`config.mk`:
```
export PLATFORM = sky130hd
export DESIGN_NAME = lpci_queue
export DESIGN_NICKNAME = d
export VERILOG_FILES = /design/src/rtl/core/lpci_pkg.sv /design/src/rtl/core/lpci_queue.sv
export SDC_FILE = /design/constraint.sdc
export NUM_CORES = 1
export LEC_CHECK = 0
export ABC_AREA = 1
export CAP_MARGIN = 20
export CORE_MARGIN = 2
export CORE_UTILIZATION = 49
export DETAILED_ROUTE_END_ITERATION = 16
export DONT_BUFFER_PORTS = 1
export PLACE_DENSITY = 0.66
export REMOVE_ABC_BUFFERS = 1
export SLEW_MARGIN = 5
export SYNTH_ARGS = -nofsm -noshare
export SYNTH_HDL_FRONTEND = slang
export SYNTH_SLANG_ARGS = --single-unit
```
`constraint.sdc`:
```
create_clock -name clk -period 9.78 [get_ports clk]
set_input_delay 1.467 -clock clk [delete_from_list [all_inputs] [get_ports clk]]
set_output_delay 1.467 -clock clk [all_outputs]
set_load 0.02 [all_outputs]
```
`src/rtl/core/lpci_pkg.sv`:
```
// Shared widths, types and the result saturation function of the line pair classifier.
package lpci_pkg;

  localparam int COEF_W = 16;
  localparam int PROD_W = 2 * COEF_W;
  localparam int MAG_W = PROD_W + 1;
  localparam int FRAC_W = 16;
  localparam int RES_W = 32;
  localparam int DIV_STEPS = RES_W;
  localparam int QUEUE_DEPTH = 4;
  localparam int QPTR_W = $clog2(QUEUE_DEPTH);
  localparam int QCNT_W = QPTR_W + 1;

  typedef logic signed [COEF_W-1:0] coef_t;
  typedef logic signed [PROD_W-1:0] prod_t;
  typedef logic signed [MAG_W-1:0] sdiff_t;
  typedef logic [MAG_W-1:0] mag_t;
  typedef logic [RES_W-1:0] res_t;

  typedef struct packed {
    logic parallel;
    logic coincident;
    logic perp;
    logic slope_def;
    logic x_neg;
    logic y_neg;
    logic s_neg;
  } side_t;

  typedef struct packed {
    side_t side;
    mag_t nx_mag;
    mag_t ny_mag;
    mag_t det_mag;
    mag_t sn_mag;
    mag_t sd_mag;
  } job_t;

  typedef struct packed {
    res_t val;
    logic sat;
  } res_sat_t;

  function automatic res_sat_t finish(input logic ovf, input res_t quo, input logic neg);
    logic [RES_W:0] mag;
    res_sat_t r;
    mag = ovf ? {1'b1, {RES_W{1'b0}}} : {1'b0, quo};
    r.sat = 1'b0;
    r.val = mag[RES_W-1:0];
    if (!neg && (mag > {2'b00, {(RES_W-1){1'b1}}})) begin
      r.sat = 1'b1;
      r.val = {1'b0, {(RES_W-1){1'b1}}};
    end else if (neg && (mag > {2'b01, {(RES_W-1){1'b0}}})) begin
      r.sat = 1'b1;
      r.val = {1'b1, {(RES_W-1){1'b0}}};
    end else if (neg) begin
      r.val = ~mag[RES_W-1:0] + res_t'(1);
    end
    return r;
  endfunction

endpackage

```
`src/rtl/core/lpci_queue.sv`:
```
// Short queue that parts the front and back parts.
module lpci_queue (
  input  logic            clk,
  input  logic            rst,
  input  logic            wr_valid,
  output logic            full,
  input  lpci_pkg::job_t  wr_data,
  output logic            rd_valid,
  input  logic            rd_pop,
  output lpci_pkg::job_t  rd_data
);

  lpci_pkg::job_t mem [lpci_pkg::QUEUE_DEPTH];
  logic [lpci_pkg::QPTR_W-1:0] wr_ptr;
  logic [lpci_pkg::QPTR_W-1:0] rd_ptr;
  logic [lpci_pkg::QCNT_W-1:0] count;
  logic push;
  logic pop;

  assign full = (count == lpci_pkg::QCNT_W'(lpci_pkg::QUEUE_DEPTH));
  assign rd_valid = (count != '0);
  assign push = wr_valid && !full;
  assign pop = rd_pop && rd_valid;
  assign rd_data = mem[rd_ptr];

  always_ff @(posedge clk) begin
    if (push) begin
      mem[wr_ptr] <= wr_data;
    end
  end

  always_ff @(posedge clk) begin
    if (rst) begin
      wr_ptr <= '0;
      rd_ptr <= '0;
      count <= '0;
    end else begin
      if (push) begin
        wr_ptr <= wr_ptr + 1'b1;
      end
      if (pop) begin
        rd_ptr <= rd_ptr + 1'b1;
      end
      if (push && !pop) begin
        count <= count + 1'b1;
      end else if (pop && !push) begin
        count <= count - 1'b1;
      end
    end
  end

endmodule

```
==> impl_metrics.ini <==
[synth]
netlist_instances = 1732
async_flop_share = 0
synth_area_leaders = edfxtp_1, o21ai_0, nor2_1
synth_edf_count = 688
synth.distinct_cells = 20
synth_ff_type = edfxtp_1
synthTopCellsByCount = edfxtp_1, nor2_1, o21ai_0, o22ai_1, clkbuf_1
yosysTopAreaCellShare = 0.800
yosysTopAreaCell = edfxtp_1
ys_seq_area_frac = 0.807
yosys_warnings = 0
syn_area_um2 = 25800
synth_area_per_cell_um2 = 14.9
ys_seq_elements = 697
synth_most_common_cell = edfxtp_1

[floorplan]
core_area_um2 = 52300
die_h_um = 234
pin_count = 350
start_util = 0.494
chipWidth_um = 234
dieArea_um2 = 54600
row_count = 84

[placed_design]
placed_area_um2 = 26300
io_buffers = 0
gp_congestion = 0.763
hpwl_mm = 30.1
place_ws_ps = 5260

[cts]
cts.path.max_buffers = 3
root_buffer = clkbuf_16
postCtsResizedCells = 0
cts_buffers = 70
cts.reportedPaths.clkPinSlew_ps = 60
cts_tree = yes
clk_latency_ps = 600
postCtsHoldBufs = 0
cts_sinks = 697
postCtsSetupRepairBufs = 0
htreeDepth = 3

[power]
peakVddDrop_uv = 195
total_power_mw = 7.93
power_density_nw_per_um2 = 279
p_leak_nw = 9.12

[global_route]
grt_pass1_vias = 13500
grt_max_degree = 249
met2_usage = 0.309
antenna_found_initial = 0
grt-ovfl-total = 0
grt_use_total = 0.194
met3_usage = 0.0813
grt_pass1_wl_mm = 80.0
busiest_layer = met2
met1_usage = 0.235

[layout]
multi_input_area_um2 = 4370
final_nets = 1893
final_area_um2 = 28400
area_growth_pct = 10.1
drive_gt1_frac = 0.0688
diodes = 0
register_area_um2 = 20800
fillCellCount = 4052

[sta]
worst_pin_slew_ps = 1330
rsz0062_at_grt = no
postLayoutSetupSlackWorst_ps = 4770
finalSetupViolations = 0
fin_crit_ps = 5010
fin_hold_ws_ps = 494
fmaxAchievable_mhz = 199
min_period_over_period = 0.513
drv_slew = 0
hold_viol = 0
timing.slew.headroom = 0.111
clock-skew-final_ps = 20.7

[critical_path]
criticalPathCategory = register to output pin
cp-start-kind = register
cp_cell_sequence = inv_8 -> buf_4 -> o21ai_0 -> o22ai_1
critPathMaxFanout = 152
required_ps = 8310
reg2reg_depth = 6
arrival_ps = 3550
slowest_delay_ps = 850
cp_slowest_cell = buf_4
cp-end-kind = output pin

[min_path]
hold_class = register to register
worstHoldPathCells = 2

[drt]
vias = 14200
routed_wl_mm = 55.0
ant_nets = 0
drc = 0
wl_per_cell_um = 22.5
firstDrtPassIters = 5
vias_per_cell = 5.81
drt_iter0_drc = 1066

[run]
max-cap-violations = 0

[status]
status = finished, final reports clean
[power by group]
part	total [mW]	internal, mW	switching, mW
Combinational	1.69	0.306	1.38
Sequential	3.75	3.63	0.113
Clock	2.50	1.44	1.06
[registers in the layout, summed over array words and instances, names as in the netlist, named ones only]
register and cells:
mem 688, count 3, rd_ptr 2, wr_ptr 2
[worst paths after layout]
check / startpoint / endpoint / slack [ps]
setup reg to reg: count[0] / mem[1][19] / 6300
setup / recovery: register / rd_data[97] / 4770
hold reg to reg: rd_ptr[1] / register / 490
hold / removal: rd_ptr[1] / register / 490
[stage by stage]
| stage | utilization | setup TNS [ps] | std cells |
|---|---|---|---|
| 6_report | 0.544 | 0 | 2447 |
| 2_1_floorplan | - | -469110 | 1619 |
| 3_3_place_gp | 0.503 | 0 | 2327 |
| 5_1_grt | 0.544 | 0 | 2447 |
| 3_5_place_dp | 0.503 | 0 | 2327 |
| 4_1_cts | 0.544 | 0 | 2447 |
[cells in the final DEF (no fill, tap or decap), drive strengths merged]
| cell type | count |
|---|---|
| a21oi | 3 |
| inv | 23 |
| fa | 1 |
| o21ai | 345 |
| nor2 | 358 |
| clkinvlp | 2 |
| clkbuf | 89 |
| nand2 | 15 |
| bufinv | 2 |
| nand3 | 4 |
| ha | 5 |
| nand3b | 1 |
| edfxtp | 688 |
| dfxtp | 9 |
| buf | 20 |
| clkinv | 21 |
| o22ai | 172 |
| xor2 | 1 |
[routing by layer]
metal  wire, µm  vias to the layer above
met5          0                        -
met4       1650                        0
met3       5900                       94
met2      26400                      504
met1      21000                     7109
li1           -                     6500
[area by class of cell]
class | instances | area share
Sequential cell | 697 | 0.733
Multi-Input combinational cell | 905 | 0.154
Clock buffer | 89 | 0.0674
Tap cell | 688 | 0.0303
Clock inverter | 31 | 0.00770
Timing Repair Buffer | 20 | 0.00572
Inverter | 17 | 0.00260
[cells by family after synthesis]
logic type	Yosys count	share of synthesized area
AO/OA/AOI/OAI	520	0.109
AND/OR/NAND/NOR	378	0.0553
flip-flops	697	0.807
XOR/XNOR	1	0.000339
adder cells (fa/ha/maj)	6	0.00320
buffers and inverters	130	0.0255
[critical path, delay by kind of cell (launching register included)]
family | cells | cell delay [ps]
compound gates | 2 | 740
flops | 1 | 620
buf+inv | 2 | 1490
Power figures use the tool's default switching activity.
